[src/design/tkh_pkg.sv]
// ----------------------------------------------------------------------------
// tkh_pkg
// Shared constants, microcode types and the sequencer program for the
// top-k min-heap selector.
// ----------------------------------------------------------------------------
package tkh_pkg;

  localparam int TOP_COUNT_DEF = 10;
  localparam int ValW          = 32;
  localparam int DumpIdxW      = 6;
  localparam int PcW           = 4;

  typedef enum logic [3:0] {
    ACT_NONE,
    ACT_TAKE,
    ACT_ROOT,
    ACT_BINIT,
    ACT_LOADK,
    ACT_LOADV,
    ACT_SIFTA,
    ACT_SIFTB,
    ACT_KDEC,
    ACT_STATUS,
    ACT_DINIT,
    ACT_DEMIT,
    ACT_DEND
  } act_e;

  typedef enum logic [3:0] {
    C_NEVER,
    C_ALWAYS,
    C_NO_ACCEPT,
    C_REPLACE,
    C_NO_BUILD,
    C_LEAF,
    C_DESCEND,
    C_NO_BUILD_RUN,
    C_K_NONZERO,
    C_OUT_BLOCKED,
    C_NO_EOS,
    C_MORE
  } cond_e;

  typedef struct packed {
    act_e             act;
    cond_e            cond;
    logic [PcW-1:0]   target;
  } ucode_t;

  typedef struct packed {
    logic in_valid;
    logic replace;
    logic no_build;
    logic leaf;
    logic descend;
    logic build_run;
    logic k_nonzero;
    logic out_blocked;
    logic eos;
    logic more;
  } dp_status_t;

  // program steps
  localparam logic [PcW-1:0] StWait   = 4'd0;
  localparam logic [PcW-1:0] StDisp   = 4'd1;
  localparam logic [PcW-1:0] StBinit  = 4'd2;
  localparam logic [PcW-1:0] StLoadK  = 4'd3;
  localparam logic [PcW-1:0] StLoadV  = 4'd4;
  localparam logic [PcW-1:0] StSiftA  = 4'd5;
  localparam logic [PcW-1:0] StSiftB  = 4'd6;
  localparam logic [PcW-1:0] StSEnd   = 4'd7;
  localparam logic [PcW-1:0] StBNext  = 4'd8;
  localparam logic [PcW-1:0] StStatus = 4'd9;
  localparam logic [PcW-1:0] StEosChk = 4'd10;
  localparam logic [PcW-1:0] StDRead  = 4'd11;
  localparam logic [PcW-1:0] StDEmit  = 4'd12;
  localparam logic [PcW-1:0] StDNext  = 4'd13;
  localparam logic [PcW-1:0] StDEnd   = 4'd14;

  function automatic ucode_t ucode_rom(input logic [PcW-1:0] pc);
    ucode_t w;
    case (pc)
      StWait:   w = '{ACT_TAKE,   C_NO_ACCEPT,    StWait};
      StDisp:   w = '{ACT_ROOT,   C_REPLACE,      StSiftA};
      StBinit:  w = '{ACT_BINIT,  C_NO_BUILD,     StStatus};
      StLoadK:  w = '{ACT_LOADK,  C_NEVER,        StWait};
      StLoadV:  w = '{ACT_LOADV,  C_NEVER,        StWait};
      StSiftA:  w = '{ACT_SIFTA,  C_LEAF,         StSEnd};
      StSiftB:  w = '{ACT_SIFTB,  C_DESCEND,      StSiftA};
      StSEnd:   w = '{ACT_NONE,   C_NO_BUILD_RUN, StStatus};
      StBNext:  w = '{ACT_KDEC,   C_K_NONZERO,    StLoadK};
      StStatus: w = '{ACT_STATUS, C_OUT_BLOCKED,  StStatus};
      StEosChk: w = '{ACT_DINIT,  C_NO_EOS,       StWait};
      StDRead:  w = '{ACT_NONE,   C_NEVER,        StWait};
      StDEmit:  w = '{ACT_DEMIT,  C_OUT_BLOCKED,  StDEmit};
      StDNext:  w = '{ACT_NONE,   C_MORE,         StDRead};
      StDEnd:   w = '{ACT_DEND,   C_ALWAYS,       StWait};
      default:  w = '{ACT_NONE,   C_ALWAYS,       StWait};
    endcase
    return w;
  endfunction

endpackage

[src/design/tkh_if.sv]
// ----------------------------------------------------------------------------
// tkh_if
// Sample and result stream interfaces with valid/ready handshake.
// ----------------------------------------------------------------------------
interface tkh_sample_if;
  logic                              valid;
  logic                              ready;
  logic signed [tkh_pkg::ValW-1:0]   sample_value;
  logic                              start_of_set;
  logic                              end_of_set;

  modport source (output valid, sample_value, start_of_set, end_of_set, input ready);
  modport sink   (input valid, sample_value, start_of_set, end_of_set, output ready);
endinterface

interface tkh_result_if;
  logic                                valid;
  logic                                ready;
  logic signed [tkh_pkg::ValW-1:0]     result_value;
  logic                                filled;
  logic                                is_dump;
  logic        [tkh_pkg::DumpIdxW-1:0] dump_index;
  logic                                last_of_run;

  modport source (output valid, result_value, filled, is_dump, dump_index, last_of_run,
                  input ready);
  modport sink   (input valid, result_value, filled, is_dump, dump_index, last_of_run,
                  output ready);
endinterface

[src/design/tkh_heap_mem.sv]
// ----------------------------------------------------------------------------
// tkh_heap_mem
// Heap storage: one write port, two registered read ports.
// ----------------------------------------------------------------------------
module tkh_heap_mem #(
  parameter int Depth = tkh_pkg::TOP_COUNT_DEF,
  parameter int AddrW = 4
) (
  input  logic                            clk_i,
  input  logic                            we_i,
  input  logic [AddrW-1:0]                waddr_i,
  input  logic signed [tkh_pkg::ValW-1:0] wdata_i,
  input  logic [AddrW-1:0]                raddr_a_i,
  input  logic [AddrW-1:0]                raddr_b_i,
  output logic signed [tkh_pkg::ValW-1:0] rdata_a_o,
  output logic signed [tkh_pkg::ValW-1:0] rdata_b_o
);
  import tkh_pkg::*;

  logic signed [ValW-1:0] mem [Depth];

  always_ff @(posedge clk_i) begin
    if (we_i) begin
      mem[waddr_i] <= wdata_i;
    end
  end

  always_ff @(posedge clk_i) begin
    rdata_a_o <= mem[raddr_a_i];
    rdata_b_o <= mem[raddr_b_i];
  end

endmodule

[src/design/tkh_sequencer.sv]
// ----------------------------------------------------------------------------
// tkh_sequencer
// Step counter over the microcode table with conditional jumps.
// ----------------------------------------------------------------------------
module tkh_sequencer (
  input  logic                clk_i,
  input  logic                rst_ni,
  input  tkh_pkg::dp_status_t status_i,
  output tkh_pkg::act_e       act_o
);
  import tkh_pkg::*;

  logic [PcW-1:0] pc_q, pc_d;
  ucode_t         uw;
  logic           jump;

  always_ff @(posedge clk_i or negedge rst_ni) begin
    if (!rst_ni) begin
      pc_q <= StWait;
    end else begin
      pc_q <= pc_d;
    end
  end

  always_comb begin
    uw = ucode_rom(pc_q);
    case (uw.cond)
      C_NEVER:        jump = 1'b0;
      C_ALWAYS:       jump = 1'b1;
      C_NO_ACCEPT:    jump = !status_i.in_valid;
      C_REPLACE:      jump = status_i.replace;
      C_NO_BUILD:     jump = status_i.no_build;
      C_LEAF:         jump = status_i.leaf;
      C_DESCEND:      jump = status_i.descend;
      C_NO_BUILD_RUN: jump = !status_i.build_run;
      C_K_NONZERO:    jump = status_i.k_nonzero;
      C_OUT_BLOCKED:  jump = status_i.out_blocked;
      C_NO_EOS:       jump = !status_i.eos;
      C_MORE:         jump = status_i.more;
      default:        jump = 1'b0;
    endcase
    pc_d  = jump ? uw.target : PcW'(pc_q + 1'b1);
    act_o = uw.act;
  end

endmodule

[src/design/tkh_datapath.sv]
// ----------------------------------------------------------------------------
// tkh_datapath
// Heap registers, compare/select logic, heap memory and output register,
// driven one action per step by the sequencer.
// ----------------------------------------------------------------------------
module tkh_datapath #(
  parameter int TopCount = tkh_pkg::TOP_COUNT_DEF
) (
  input  logic                                clk_i,
  input  logic                                rst_ni,
  input  tkh_pkg::act_e                       act_i,
  input  logic                                in_valid_i,
  input  logic signed [tkh_pkg::ValW-1:0]     sample_value_i,
  input  logic                                start_of_set_i,
  input  logic                                end_of_set_i,
  input  logic                                out_ready_i,
  output logic                                out_valid_o,
  output logic signed [tkh_pkg::ValW-1:0]     result_value_o,
  output logic                                filled_o,
  output logic                                is_dump_o,
  output logic        [tkh_pkg::DumpIdxW-1:0] dump_index_o,
  output logic                                last_of_run_o,
  output tkh_pkg::dp_status_t                 status_o
);
  import tkh_pkg::*;

  localparam int  AddrW    = (TopCount > 1) ? $clog2(TopCount) : 1;
  localparam int  CntW     = $clog2(TopCount + 1);
  localparam int  IdxW     = AddrW + 2;
  localparam int  BuildTop = (TopCount / 2 > 0) ? TopCount / 2 - 1 : 0;
  localparam bit  NoBuild  = (TopCount / 2 == 0);

  logic [CntW-1:0]        fill_q, fill_d, fill_eff, i_q, i_d;
  logic [AddrW-1:0]       cur_q, cur_d, k_q, k_d;
  logic signed [ValW-1:0] val_q, val_d, root_q, root_d;
  logic                   eos_q, eos_d, repl_q, repl_d, jf_q, jf_d, build_q, build_d;

  logic                    out_valid_q, out_valid_d;
  logic signed [ValW-1:0]  out_value_q, out_value_d;
  logic                    out_filled_q, out_filled_d, out_dump_q, out_dump_d;
  logic                    out_last_q, out_last_d;
  logic [DumpIdxW-1:0]     out_idx_q, out_idx_d;

  logic                   we;
  logic [AddrW-1:0]       waddr, raddr_a, raddr_b;
  logic signed [ValW-1:0] wdata, rdata_a, rdata_b;

  logic [IdxW-1:0]        left_idx, right_idx;
  logic                   leaf, right_ok, pick_right, descend, full, out_blocked;
  logic signed [ValW-1:0] pick_val;
  logic [AddrW-1:0]       pick_idx;

  tkh_heap_mem #(
    .Depth (TopCount),
    .AddrW (AddrW)
  ) u_mem (
    .clk_i     (clk_i),
    .we_i      (we),
    .waddr_i   (waddr),
    .wdata_i   (wdata),
    .raddr_a_i (raddr_a),
    .raddr_b_i (raddr_b),
    .rdata_a_o (rdata_a),
    .rdata_b_o (rdata_b)
  );

  // child positions and selection
  assign left_idx    = {1'b0, cur_q, 1'b1};
  assign right_idx   = left_idx + 1'b1;
  assign leaf        = left_idx >= IdxW'(TopCount);
  assign right_ok    = right_idx < IdxW'(TopCount);
  assign pick_right  = right_ok && (rdata_a > rdata_b);
  assign pick_val    = pick_right ? rdata_b : rdata_a;
  assign pick_idx    = pick_right ? right_idx[AddrW-1:0] : left_idx[AddrW-1:0];
  assign descend     = val_q > pick_val;
  assign full        = fill_q == CntW'(TopCount);
  assign out_blocked = out_valid_q && !out_ready_i;
  assign fill_eff    = start_of_set_i ? '0 : fill_q;

  always_comb begin
    fill_d  = fill_q;
    i_d     = i_q;
    cur_d   = cur_q;
    k_d     = k_q;
    val_d   = val_q;
    eos_d   = eos_q;
    repl_d  = repl_q;
    jf_d    = jf_q;
    build_d = build_q;
    we      = 1'b0;
    waddr   = cur_q;
    wdata   = val_q;
    raddr_a = i_q[AddrW-1:0];
    raddr_b = i_q[AddrW-1:0];

    out_valid_d  = out_valid_q && !out_ready_i;
    out_value_d  = out_value_q;
    out_filled_d = out_filled_q;
    out_dump_d   = out_dump_q;
    out_idx_d    = out_idx_q;
    out_last_d   = out_last_q;

    case (act_i)
      ACT_TAKE: begin
        if (in_valid_i) begin
          val_d   = sample_value_i;
          eos_d   = end_of_set_i;
          build_d = 1'b0;
          if (fill_eff < CntW'(TopCount)) begin
            we     = 1'b1;
            waddr  = fill_eff[AddrW-1:0];
            wdata  = sample_value_i;
            fill_d = fill_eff + 1'b1;
            jf_d   = (fill_eff + 1'b1) == CntW'(TopCount);
            repl_d = 1'b0;
          end else begin
            repl_d = sample_value_i > root_q;
            jf_d   = 1'b0;
          end
        end
      end
      ACT_ROOT: cur_d = '0;
      ACT_BINIT: begin
        build_d = 1'b1;
        k_d     = AddrW'(BuildTop);
      end
      ACT_LOADK: begin
        raddr_a = k_q;
        cur_d   = k_q;
      end
      ACT_LOADV: val_d = rdata_a;
      ACT_SIFTA: begin
        if (leaf) begin
          we = 1'b1;
        end else begin
          raddr_a = left_idx[AddrW-1:0];
          raddr_b = right_ok ? right_idx[AddrW-1:0] : left_idx[AddrW-1:0];
        end
      end
      ACT_SIFTB: begin
        we = 1'b1;
        if (descend) begin
          wdata = pick_val;
          cur_d = pick_idx;
        end
      end
      ACT_KDEC: begin
        if (k_q != '0) begin
          k_d = k_q - 1'b1;
        end
      end
      ACT_STATUS: begin
        if (!out_blocked) begin
          out_valid_d  = 1'b1;
          out_value_d  = full ? root_q : '0;
          out_filled_d = full;
          out_dump_d   = 1'b0;
          out_idx_d    = '0;
          out_last_d   = !eos_q;
        end
      end
      ACT_DINIT: i_d = '0;
      ACT_DEMIT: begin
        if (!out_blocked) begin
          out_valid_d  = 1'b1;
          out_value_d  = rdata_a;
          out_filled_d = full;
          out_dump_d   = 1'b1;
          out_idx_d    = DumpIdxW'(i_q);
          out_last_d   = (i_q + 1'b1) == fill_q;
          i_d          = i_q + 1'b1;
        end
      end
      ACT_DEND: fill_d = '0;
      default: ;
    endcase

    // root mirror
    root_d = (we && waddr == '0) ? wdata : root_q;
  end

  always_ff @(posedge clk_i or negedge rst_ni) begin
    if (!rst_ni) begin
      fill_q      <= '0;
      out_valid_q <= 1'b0;
    end else begin
      fill_q      <= fill_d;
      out_valid_q <= out_valid_d;
    end
  end

  always_ff @(posedge clk_i) begin
    i_q          <= i_d;
    cur_q        <= cur_d;
    k_q          <= k_d;
    val_q        <= val_d;
    root_q       <= root_d;
    eos_q        <= eos_d;
    repl_q       <= repl_d;
    jf_q         <= jf_d;
    build_q      <= build_d;
    out_value_q  <= out_value_d;
    out_filled_q <= out_filled_d;
    out_dump_q   <= out_dump_d;
    out_idx_q    <= out_idx_d;
    out_last_q   <= out_last_d;
  end

  assign out_valid_o    = out_valid_q;
  assign result_value_o = out_value_q;
  assign filled_o       = out_filled_q;
  assign is_dump_o      = out_dump_q;
  assign dump_index_o   = out_idx_q;
  assign last_of_run_o  = out_last_q;

  assign status_o = '{
    in_valid:    in_valid_i,
    replace:     repl_q,
    no_build:    !jf_q || NoBuild,
    leaf:        leaf,
    descend:     descend,
    build_run:   build_q,
    k_nonzero:   k_q != '0,
    out_blocked: out_blocked,
    eos:         eos_q,
    more:        i_q != fill_q
  };

endmodule

[src/design/top_k_min_heap_select.sv]
// Each accepted sample yields one registered status beat; a replacing sample is first
// sifted down from the root. The K-th value of a set adds a heap build of K/2 sifts.
// An end of set adds a dump of every entry; the next beat waits until done.
// No new sample beat is taken until the previous one is fully handled, so sifts and
// result stalls lengthen the time between beats.
// Reset clears the fill count and the sequencer; heap contents stay undefined.
// ----------------------------------------------------------------------------
// top_k_min_heap_select
// Keeps the K largest signed values of a set in a min-heap and reports the
// current K-th largest per beat, with a heap dump at end of set.
// ----------------------------------------------------------------------------
module top_k_min_heap_select #(
  parameter int TopCount = tkh_pkg::TOP_COUNT_DEF
) (
  input  logic  clk_i,
  input  logic  rst_ni,
  tkh_sample_if.sink   sample_i,
  tkh_result_if.source result_o
);
  import tkh_pkg::*;

  act_e       seq_act;
  dp_status_t dp_status;

  tkh_sequencer u_seq (
    .clk_i    (clk_i),
    .rst_ni   (rst_ni),
    .status_i (dp_status),
    .act_o    (seq_act)
  );

  tkh_datapath #(
    .TopCount (TopCount)
  ) u_dp (
    .clk_i          (clk_i),
    .rst_ni         (rst_ni),
    .act_i          (seq_act),
    .in_valid_i     (sample_i.valid),
    .sample_value_i (sample_i.sample_value),
    .start_of_set_i (sample_i.start_of_set),
    .end_of_set_i   (sample_i.end_of_set),
    .out_ready_i    (result_o.ready),
    .out_valid_o    (result_o.valid),
    .result_value_o (result_o.result_value),
    .filled_o       (result_o.filled),
    .is_dump_o      (result_o.is_dump),
    .dump_index_o   (result_o.dump_index),
    .last_of_run_o  (result_o.last_of_run),
    .status_o       (dp_status)
  );

  assign sample_i.ready = (seq_act == ACT_TAKE);

  a_accept_leaves_wait: assert property (@(posedge clk_i) disable iff (!rst_ni)
    sample_i.valid && sample_i.ready |=> seq_act != ACT_TAKE)
    else $error("sequencer still taking input after a beat");

  a_status_index_zero: assert property (@(posedge clk_i) disable iff (!rst_ni)
    result_o.valid && !result_o.is_dump |-> result_o.dump_index == '0)
    else $error("status beat with nonzero dump index");

  a_sift_order: assert property (@(posedge clk_i) disable iff (!rst_ni)
    seq_act == ACT_SIFTB |-> $past(seq_act) == ACT_SIFTA)
    else $error("sift compare step without child read");

endmodule
[src/flat_wrapper.sv]
// flat-port wrapper written by rule: the top's interface ports become plain ports
module top_k_min_heap_select_flat import tkh_pkg::*;
#(
  parameter int TopCount = tkh_pkg::TOP_COUNT_DEF
)
  (clk_i, rst_ni, sample_i_valid, sample_i_sample_value, sample_i_start_of_set, sample_i_end_of_set, sample_i_ready, result_o_valid, result_o_result_value, result_o_filled, result_o_is_dump, result_o_dump_index, result_o_last_of_run, result_o_ready);
  tkh_sample_if sample_i_i ();
  tkh_result_if result_o_i ();
  input  logic clk_i;
  input  logic rst_ni;
  input wire logic [$bits(sample_i_i.valid)-1:0] sample_i_valid;
  input wire logic [$bits(sample_i_i.sample_value)-1:0] sample_i_sample_value;
  input wire logic [$bits(sample_i_i.start_of_set)-1:0] sample_i_start_of_set;
  input wire logic [$bits(sample_i_i.end_of_set)-1:0] sample_i_end_of_set;
  output wire logic [$bits(sample_i_i.ready)-1:0] sample_i_ready;
  output wire logic [$bits(result_o_i.valid)-1:0] result_o_valid;
  output wire logic [$bits(result_o_i.result_value)-1:0] result_o_result_value;
  output wire logic [$bits(result_o_i.filled)-1:0] result_o_filled;
  output wire logic [$bits(result_o_i.is_dump)-1:0] result_o_is_dump;
  output wire logic [$bits(result_o_i.dump_index)-1:0] result_o_dump_index;
  output wire logic [$bits(result_o_i.last_of_run)-1:0] result_o_last_of_run;
  input wire logic [$bits(result_o_i.ready)-1:0] result_o_ready;
  assign sample_i_i.valid = sample_i_valid;
  assign sample_i_i.sample_value = sample_i_sample_value;
  assign sample_i_i.start_of_set = sample_i_start_of_set;
  assign sample_i_i.end_of_set = sample_i_end_of_set;
  assign sample_i_ready = sample_i_i.ready;
  assign result_o_valid = result_o_i.valid;
  assign result_o_result_value = result_o_i.result_value;
  assign result_o_filled = result_o_i.filled;
  assign result_o_is_dump = result_o_i.is_dump;
  assign result_o_dump_index = result_o_i.dump_index;
  assign result_o_last_of_run = result_o_i.last_of_run;
  assign result_o_i.ready = result_o_ready;
  top_k_min_heap_select #(.TopCount(TopCount)) u_core (.clk_i(clk_i), .rst_ni(rst_ni), .sample_i(sample_i_i), .result_o(result_o_i));
endmodule
[config.mk]
export PLATFORM = sky130hd
export DESIGN_NAME = top_k_min_heap_select_flat
export DESIGN_NICKNAME = d
export VERILOG_FILES = /design/src/design/tkh_pkg.sv /design/src/design/tkh_if.sv /design/src/design/tkh_heap_mem.sv /design/src/design/tkh_sequencer.sv /design/src/design/tkh_datapath.sv /design/src/design/top_k_min_heap_select.sv /design/src/flat_wrapper.sv
export SDC_FILE = /design/constraint.sdc
export NUM_CORES = 1
export LEC_CHECK = 0
export BUFFER_PORTS_ARGS = -buffer_cell sky130_fd_sc_hd__clkbuf_2
export CAP_MARGIN = 10
export CORE_ASPECT_RATIO = 2
export CORE_MARGIN = 2
export CORE_UTILIZATION = 57
export DETAILED_ROUTE_END_ITERATION = 16
export PLACE_DENSITY = 0.77
export SLEW_MARGIN = 20
export SYNTH_ARGS = -nofsm -noshare
export SYNTH_HDL_FRONTEND = slang
export SYNTH_SLANG_ARGS = --single-unit
[constraint.sdc]
create_clock -name clk_i -period 5.4 [get_ports clk_i]
set_input_delay 0 -clock clk_i [delete_from_list [all_inputs] [get_ports clk_i]]
set_output_delay 0 -clock clk_i [all_outputs]
set_load 0.05 [all_outputs]
# [Yosys cells after proc, flatten, opt, wreduce, memory -nomap -nowiden]
# Memory sizes are Yosys's and may differ from the RTL's. A register that Yosys moved wholly into a read port is not among the register bits.
# Cells that the tools add are included.
[totals] mem_count=2 rom_bits=192 latchBits=0 ram_bits=320 ff_bits=130 out_inout_bits=43
[memory_table] memory="u_core.u_dp.u_mem.mem" words=10 word_bits=32 rd=2 rd_ports_with_merged_regs=2 wr=1 line_no="tkh_heap_mem.sv:20" rtl="logic signed [ValW-1:0] mem [Depth];"
[memory_table] memory="(name not given)" words=16 word_bits=12 rd=1 rd_ports_with_merged_regs=0 wr=0 line_no="tkh_pkg.sv:82" rtl="case (pc)"
[classes] add_sub_neg=5 n_reduce_logical=27 mux=50 eq_ne=33 n_shift=0 n_bitwise=1 mul=0 n_lt_le_gt_ge=6 div=0
[op_table] op="$mux W32" n=8
[op_table] op="$pmux W32 S2" n=3
[op_table] op="$gt A32 B32 Y1" n=3
[op_table] op="$mux W4" n=15
[op_table] op="$eq A4 B4 Y1 const B" n=11
[op_table] op="$eq A4 B3 Y1 const B" n=8
[op_table] op="$pmux W4 S2" n=4
[op_table] op="$eq A4 B2 Y1 const B" n=4
[op_table] op="$reduce_and A2 Y1" n=7
[op_table] op="$add A4 B1 Y4 const B" n=3
[op_table] op="$mux W6" n=2
[op_table] op="$pmux W4 S3" n=1
[op_table] op="$pmux W6 S2" n=1
[op_table] op="$reduce_bool A2 Y1" n=6
[op_table] op="$mux W1" n=11
[op_table] op="$pmux W1 S11" n=1
[op_table] op="$eq A4 B1 Y1 const B" n=2
[op_table] op="$ne A2 B2 Y1 const B" n=4
[op_table] op="$add A5 B1 Y6 const B" n=1
[op_table] op="$lt A6 B4 Y1 const B" n=1
[op_table] op="$pmux W1 S2" n=3
[op_table] op="$reduce_and A3 Y1" n=2
[op_table] op="$ge A5 B4 Y1 const B" n=1
[op_table] op="$logic_not A1 Y1" n=5
[op_table] op="12 further kinds" n=15

# [Longest topological paths before layout]
# Gate-level depths: netlist of the first run.
[logic_depth] depth_word=7 mapped_depth=24

# [Hierarchy]
# A second synthesis of the first run with hierarchy kept.
[unflattened] cells_unflattened=2036 area_unflattened_um2=26634.3
[by_module_without_submodules] mod="tkh_heap_mem" area_each_um2=16749.8 n_inst=1 seq_area_each_um2=10890.4 cells_per_inst=1060
[by_module_without_submodules] mod="tkh_datapath" area_each_um2=9182.6 n_inst=1 seq_area_each_um2=3698.5 cells_per_inst=884
[by_module_without_submodules] mod="tkh_sequencer" area_each_um2=686.9 n_inst=1 seq_area_each_um2=100.1 cells_per_inst=91
[by_module_without_submodules] mod="top_k_min_heap_select" area_each_um2=15.0 n_inst=1 seq_area_each_um2=0.0 cells_per_inst=1

# [Worst setup path after synthesis of the first run]
# No wires, ideal clock.
[synth_path] path_type="flip-flop to flip-flop" from="register u_core.u_dp.cur_q[0]" to="register u_core.u_dp.root_q[29] (data pin)" slack_ns=0.270 path_stages_with_launch=23 required_time_ns=5.110 arrival_ns=4.840 path_cell_list="edfxtp_1 buf_2 inv_1 ha_1 nor2b_1 a221oi_1 o21ai_1 and3_1 mux2_2 buf_2 buf_2 mux2i_1 ha_1 a21o_1 a21o_1 a221o_1 o31ai_1 a211oi_1 and2_1 buf_2 and2b_1 buf_2 a221o_1"
[synth_between] elab_chain_cells=7
[synth_lines] item="start: declaration" line_no="tkh_datapath.sv:34" rtl="logic [AddrW-1:0] cur_q, cur_d, k_q, k_d;"
[synth_lines] item="start signal: assignment" line_no="tkh_datapath.sv:194" rtl="cur_q <= cur_d;"
[synth_lines] item="$add A5 B1 Y6 *" line_no="tkh_datapath.sv:69" rtl="assign right_idx = left_idx + 1'b1;"
[synth_lines] item="$lt A6 B4 Y1 *" line_no="tkh_datapath.sv:71" rtl="assign right_ok = right_idx < IdxW'(TopCount);"
[synth_lines] item="$logic_and A1 B1 Y1 *" line_no="tkh_datapath.sv:72" rtl="assign pick_right = right_ok && (rdata_a > rdata_b);"
[synth_lines] item="$mux W32 *" line_no="tkh_datapath.sv:73" rtl="assign pick_val = pick_right ? rdata_b : rdata_a;"
[synth_lines] item="$gt A32 B32 Y1" line_no="tkh_datapath.sv:75" rtl="assign descend = val_q > pick_val;"
[synth_lines] item="$mux W32 *" line_no="tkh_datapath.sv:142" rtl="if (descend) begin"
[synth_lines] item="$pmux W32 S2 *" line_no="tkh_datapath.sv:103" rtl="case (act_i)"
[synth_lines] item="named net u_core.u_dp.u_mem.wdata_i, one bit" line_no="tkh_heap_mem.sv:12" rtl="input logic signed [tkh_pkg::ValW-1:0] wdata_i,"
[synth_lines] item="end signal: assignment" line_no="tkh_datapath.sv:197" rtl="root_q <= root_d;"
[synth_lines] item="end: declaration" line_no="tkh_datapath.sv:35" rtl="logic signed [ValW-1:0] val_q, val_d, root_q, root_d;"
# The timed path passes the listed nets; every way through them passes the cells marked *.
# A chain may end at the register's enable or synchronous reset.

# [Worst setup path in the final report of the first run]
[layout_path] from="register u_core.u_dp.u_mem.rdata_b_o[13] (netlist bit) (read register of u_core.u_dp.u_mem.mem)" to="memory u_core.u_dp.u_mem.mem[9][15] (data pin)"
[layout_between] elab_chain_cells=6
[layout_lines] item="start: declaration" line_no="tkh_heap_mem.sv:16" rtl="output logic signed [tkh_pkg::ValW-1:0] rdata_b_o"
[layout_lines] item="$gt A32 B32 Y1" line_no="tkh_datapath.sv:72"
[layout_lines] item="$logic_and A1 B1 Y1" line_no="tkh_datapath.sv:72"
[layout_lines] item="$mux W32 *" line_no="tkh_datapath.sv:73"
[layout_lines] item="$gt A32 B32 Y1" line_no="tkh_datapath.sv:75"
[layout_lines] item="$mux W32 *" line_no="tkh_datapath.sv:142"
[layout_lines] item="$pmux W32 S2 *" line_no="tkh_datapath.sv:103"
[layout_lines] item="named net u_core.u_dp.u_mem.wdata_i, one bit" line_no="tkh_heap_mem.sv:12"
[layout_lines] item="end: declaration" line_no="tkh_heap_mem.sv:20"
# Marked as above.

==> flow_summary.ini, run 1 <==
[route]
drt_wl_total_mm = 89.05
drc = 0
vias = 21496
dr.pass1.iters = 6
via_per_inst = 7.043
drt_iter0_drc = 2922
drtAntennaViolNets = 0
wire_per_inst_um = 29.18

[critical_path]
cp_max_fo = 10
slowest_stage = nor4_4
critPathMaxStageDelay_ns = 0.51
arrival_ns = 6.03
startpoint_type = flop
crit_chain = inv_2 -> ha_4 -> nand4_1 -> nor4b_4 -> o21ai_1 -> o211ai_1 -> a31oi_2 -> mux2_4 -> buf_12 -> mux2i_4 -> ha_4 -> nand4_1 -> nor4_4 -> a21boi_4 -> o31ai_4 -> a211oi_2 -> buf_4 -> and2_4 -> and2b_4 -> clkbuf_16 -> a221o_2
endpoint_kind = flop
cp_data_required_time_ns = 5.79
path_class = reg -> reg

[sta]
fin_skew_ns = 0.02267
setup_ws_ns = -0.2415
post-route-period-util_pct = 104.5
final_hold_viol_count = 0
drv_slew = 6
fin_crit_ns = 5.641
max_slew_margin_pct = -52.21
max_freq_ghz = 0.1773
worst_pin_slew_ns = 2.262
setup_violations = 311
rsz0062_at_grt = true

[placement]
dpl.hpwl_mm = 51.11
io_buffer_count = 78
dp.cells = 2884
routabilityCongestion = 0.9691

[finish]
fillers = 3098
layout_commonest_cell = nand2_1
instances_no_fill = 3052
diodes = 0
drive_above_1_share_pct = 21.43
area_growth_pct = 17.44
nNetsFinal = 2612
seq_area_um2 = 13790
final_cell_mix = 525 x nand2_1, 407 x edfxtp_1, 162 x mux2i_1
multi_input_area_um2 = 11480

[global_route]
gr-total-overflow = 0
grt_pass1_wl_mm = 120.6
grt_start_max_net_pins = 132
antenna_found_initial = 0
grtUsageTotal_pct = 35.03
grt_pass1_vias = 20806

[pwr]
leakage_nw = 11.48
p_total_w = 0.007092
ir_drop_uv = 245.1
p_per_area_nw_per_um2 = 239.0

[synthesis]
synth_area_um2 = 25270
ys_ff_latch = 480
ys_async_sr_fraction_pct = 1.875
yosysSeqAreaShare_pct = 54.32
yosys_warnings = 0
synth_edf_count = 407
ys_types = 71
synth_cells = 2309
synth_ff_type = edfxtp_1
syn_area_per_cell_um2 = 10.94

[status]
violations = max-capacitance violations, max-slew violations, negative setup slack
status = finished with violations

[clocking]
htree_levels = 2
cts_tree = built
clkSinkCount = 480
clock_latency_ns = 0.57
path_clk_slew_ns = 0.07
cts_root_buffer = clkbuf_16
clock_path_buffers = 3
cts_buffers = 41

[die]
ios = 81
dieArea_um2 = 46140
dieHeight_um = 301.8
core_area_um2 = 44050
rows = 109
start_util_pct = 57.37
die_w_um = 152.9

[run]
max_cap_violations = 1

[min_path]
hold_path_class = in -> reg
## final timing paths
check                                                        start                                      to  cells after the start  slack [ns]
max                        u_core.u_dp.u_mem.rdata_b_o[13]$_DFF_P_  u_core.u_dp.u_mem.mem[9][15]$_DFFE_PP_                     21       -0.24
min                                            sample_i_end_of_set             u_core.u_dp.eos_q$_DFFE_PP_                      2        0.17
max reg2reg                u_core.u_dp.u_mem.rdata_b_o[13]$_DFF_P_  u_core.u_dp.u_mem.mem[9][15]$_DFFE_PP_                     21       -0.24
min reg2reg                  u_core.u_dp.u_mem.mem[9][3]$_DFFE_PP_  u_core.u_dp.u_mem.rdata_a_o[3]$_DFF_P_                      2        0.56
max in group asynchronous                                   rst_ni       u_core.u_dp.out_valid_o$_DFF_PN0_                      3        4.57
min in group asynchronous                                   rst_ni          u_core.u_seq.pc_q[1]$_DFF_PN0_                      3        0.49
## logic make-up (layout without fill, tap and decap cells)
group | after synthesis | in the layout | share of synthesized area (%)
buf+inv | 225 | 394 | 4.080
fa+ha+maj | 109 | 109 | 5.397
mux | 235 | 235 | 9.659
flops | 480 | 480 | 54.32
simple gates | 775 | 776 | 13.26
compound gates | 465 | 482 | 12.58
xor+xnor | 19 | 19 | 0.6882
other cells | 1 | 2 | 0.01484
## what timing repair did
action | CTS | global route
setup buffers | 3 | 26
endpoints found under the hold margin | 47 | 0
pin swaps | 6 | 61
resized for setup | 31 | 157
endpoints found under the setup margin | 328 | 328
gates cloned | 1 | 24
hold buffers | 38 | 0
## cells in the mapped netlist, drive strengths merged, types with 16 or more instances
cell type  number  area [um2]
mux2           71       799.5
dfxtp          64        1281
inv            80       300.3
buf            65       429.2
nand3          84       420.4
and3           20       125.1
a221o          23       230.2
nand4          16       100.1
a21oi          67       335.3
edfxtp        407       12220
clkbuf         80       301.5
a32oi          33       289.0
mux2i         164        1642
o22ai          36       225.2
ha            109        1364
o21ai         132       660.6
a211oi         36       425.4
nor2           46       172.7
a31oi          72       456.7
nand2         527        1978
## stage by stage
step                      setup slack (ns)  setup TNS (ns)  cell area, um2  hold slack (ns)  utilization (%)
after floorplan                     0.2699               0           25280          -0.2956                -
after CTS                        -0.003121        -0.02258           28490           0.1638            64.68
after detailed placement            -1.298         -405.88           26630          -0.1105            60.46
after global placement              -1.220         -381.64           26630          -0.1124            60.46
after global routing               -0.2544          -63.86           29680           0.1799            67.37
final                              -0.2415          -49.48           29680           0.1668            67.37
## worst max-delay path: cells and delay by family, from the launching register on
family                     cells  cell delay (ns)
and+or+nand+nor                6             1.92
AOI/OAI and AO/OA              7             1.37
buffers and inverters          4             0.65
muxes                          2             0.57
adders and majority gates      2             0.55
DFF                            1             0.37
## final cells by class
type / instances / area share (%)
Clock buffer: 51 / 3.718
Clock inverter: 24 / 0.8390
Inverter: 80 / 1.012
Multi-Input combinational cell: 1623 / 38.70
Sequential cell: 480 / 46.45
Tap cell: 555 / 2.340
Timing Repair Buffer: 239 / 6.944
## layer usage
metal	wire length (um)	GRT usage, %	vias to the layer above
met5	0	0	-
met1	27520	37.40	10160
met4	9852	31.15	0
met3	9816	5.559	646
li1	-	-	8881
met2	41860	59.87	1809
## state kept, by name, indices dropped and copies added, names as in the netlist, 4 cells and up
name                         flops
u_core.u_dp.u_mem.mem          318
u_core.u_dp.result_value_o      32
u_core.u_dp.u_mem.rdata_a_o     32
u_core.u_dp.u_mem.rdata_b_o     32
u_core.u_dp.val_q               32
u_core.u_dp.cur_q                4
u_core.u_dp.dump_index_o         4
u_core.u_dp.fill_q               4
u_core.u_dp.i_q                  4
u_core.u_dp.k_q                  4
u_core.u_seq.pc_q                4
## report_power, final
part | switching, W | internal [W] | leakage [nW]
sequential | 0.0000000000000000000151 | 0.00395 | 4.48
combinational | 0.0000475 | 0.0000411 | 6.34
clock | 0.00139 | 0.00166 | 0.659
total | 0.00144 | 0.00566 | 11.5
Note: power is estimated with default switching activity, not from simulation.
==> run 2: changes to the inputs <==
--- a/config.mk
+++ b/config.mk
@@ -12,7 +12,8 @@
 export CORE_UTILIZATION = 57
 export DETAILED_ROUTE_END_ITERATION = 16
 export PLACE_DENSITY = 0.77
-export SLEW_MARGIN = 20
+export SETUP_SLACK_MARGIN = 0.4
+export SLEW_MARGIN = 5
 export SYNTH_ARGS = -nofsm -noshare
 export SYNTH_HDL_FRONTEND = slang
 export SYNTH_SLANG_ARGS = --single-unit
==> run 2 against run 1 <==
  * The flow finishes with violations (negative setup slack)
  * Die area unchanged
  * Global-route usage rose by 2.9 points
  * Register-to-register slack worse by 0.17 ns
==> flow_summary.ini, run 2 (synthesis gave the netlist of run 1 again) <==
[global_route]
grt_pass1_vias = 21902
grt_start_max_net_pins = 62
gr-total-overflow = 0
grt_pass1_wl_mm = 129.2
antenna_found_initial = 2
grtUsageTotal_pct = 37.89

[critical_path]
endpoint = u_core.u_dp.u_mem.mem[3][23]$_DFFE_PP_
startpoint_type = flop
cp_max_fo = 6
cp_data_required_time_ns = 5.71
r2r_cells = 24
critPathMaxStageDelay_ns = 0.43
r2r_start = u_core.u_dp.u_mem.rdata_b_o[20]$_DFF_P_
r2r-end = u_core.u_dp.u_mem.mem[3][23]$_DFFE_PP_
path_class = reg -> reg
r2r_setup_slack_ns = -0.41
endpoint_kind = flop
arrival_ns = 6.12
crit_chain = inv_1 -> ha_1 -> nand2_1 -> nor4_4 -> buf_4 -> nand4_1 -> and3_1 -> mux2_4 -> buf_12 -> mux2i_1 -> ha_1 -> nand4_1 -> buf_4 -> nor2_4 -> a221oi_1 -> buf_4 -> and3_4 -> a211oi_2 -> and2_4 -> buf_8 -> buf_12 -> buf_16 -> o21ai_4 -> a221o_1
startpoint = u_core.u_dp.u_mem.rdata_b_o[20]$_DFF_P_
crit_path_frequent_cell = buf_4
slowest_stage = nor4_4

[route]
wire_per_inst_um = 30.40
drt_wl_total_mm = 93.62
dr.pass1.iters = 7
vias = 22320
drc = 0
drtAntennaViolNets = 0
drt_iter0_drc = 3498
via_per_inst = 7.247

[die]
dieHeight_um = 301.8
rows = 109
dieArea_um2 = 46140
core_area_um2 = 44050
ios = 81
start_util_pct = 57.37
die_w_um = 152.9

[sta]
rsz0062_at_grt = true
worst_pin_slew_ns = 1.210
max_slew_margin_pct = 18.60
setup_ws_ns = -0.4101
post-route-period-util_pct = 107.6
tns_ns = -99.74
fin_crit_ns = 5.810
final_hold_viol_count = 0
drv_slew = 0
setup_violations = 328
max_freq_ghz = 0.1721
fin_skew_ns = 0.03481

[finish]
nNetsFinal = 2641
regMostFlops = u_core.u_dp.u_mem.mem
drive_above_1_share_pct = 21.66
area_growth_pct = 18.51
final_cell_mix = 526 x nand2_1, 407 x edfxtp_1, 164 x mux2i_1
layout_commonest_cell = nand2_1
largest_reg_flops = 318
diodes = 0

[clocking]
clock_path_buffers = 3
clkSinkCount = 480
cts_root_buffer = clkbuf_16
path_clk_slew_ns = 0.07
cts_buffers = 40
clock_latency_ns = 0.61
htree_levels = 2
cts_tree = built

[placement]
dpl.hpwl_mm = 50.83
routabilityCongestion = 0.9531
io_buffer_count = 78

[status]
violations = negative setup slack
status = finished with violations

[pwr]
p_per_area_nw_per_um2 = 231.7
leakage_nw = 11.65
ir_drop_uv = 180.6
p_total_w = 0.006938

[min_path]
hold_path_class = in -> reg

[run]
max_cap_violations = 0
run 2: cell count changes in the layout (fill, tap and decap cells not counted), moves of 6 or more:
cell	change
dfxtp_2	-7
ha_4	-9
buf_12	+7
a211o_4	+8
ha_1	+11
buf_6	+7
dfxtp_1	+10
o21ai_1	+6
and3_4	+7
o21ai_0	-20
and3_1	-7
clkbuf_1	+9
o21ai_2	+10
run 2: worst min path at each step:
stage	startpoint	end	slack (ns)	depth (start not counted)
6_report	sample_i_valid	u_core.u_dp.build_q$_DFFE_PP_	0.06	3
5_1_grt	sample_i_valid	u_core.u_dp.build_q$_DFFE_PP_	0.07	3
4_1_cts	sample_i_valid	u_core.u_dp.fill_q[3]$_DFFE_PN0P_	0.07	5
3_5_place_dp	rst_ni	u_core.u_seq.pc_q[3]$_DFF_PN0_	-0.12	1
3_3_place_gp	rst_ni	u_core.u_seq.pc_q[3]$_DFF_PN0_	-0.13	1
2_1_floorplan	rst_ni	u_core.u_dp.fill_q[0]$_DFFE_PN0P_	-0.30	0
run 2: worst max-delay path: cells and delay by family, from the launching register on:
kind                     cells  cell delay, ns
flip-flops                   1            0.41
buffers and inverters        8            1.28
adder cells (fa/ha/maj)      2            0.62
AO/OA/AOI/OAI                4            0.84
multiplexers                 2            0.44
AND/OR/NAND/NOR              8            1.90
run 2: repair_timing:
action	4_1_cts	5_1_grt
cloned	27	12
endpoints found under the setup margin	327	328
setup buffers	25	12
hold buffers	37	0
resized for setup	129	100
pin swaps	48	65
endpoints found under the hold margin	81	0
run 2: area by class of cell:
class / count / area (um2)
Inverter: 80 / 302.8
Clock inverter: 14 / 133.9
Clock buffer: 59 / 1112
Tap cell: 555 / 694.4
Fill cell: 2980 / 14100
Timing Repair Buffer: 258 / 2350
Multi-Input combinational cell: 1634 / 11590
Sequential cell: 480 / 13770
run 2: where the power goes:
group | switching [W] | internal (W)
Clock | 0.00136 | 0.00153
Sequential | 0.0000000000000000000168 | 0.00396
Combinational | 0.0000482 | 0.0000412
run 2: stage by stage:
step	hold WS, ns	setup WS [ns]	std cells	utilization, %	instance area, um2
6_report	0.06017	-0.4101	3080	67.99	29950
5_1_grt	0.07035	-0.4383	3080	67.99	29950
4_1_cts	0.07090	0.2839	3056	66.53	29310
3_5_place_dp	-0.1228	-0.1012	2894	60.76	26760
3_3_place_gp	-0.1308	0.03851	2894	60.76	26760
2_1_floorplan	-0.2956	0.4106	2310	-	25280
run 2: metal layers:
layer  share of wire [%]  GRT usage (%)  wire [um]  vias to the layer above
li1                    -              -          -                     8992
met1                  30          40.97      28430                    10511
met2                  46          62.66      43140                     2074
met3                  12          8.052      11240                      739
met4                  12          33.64      10780                        4
met5               0.030              0         28                        -
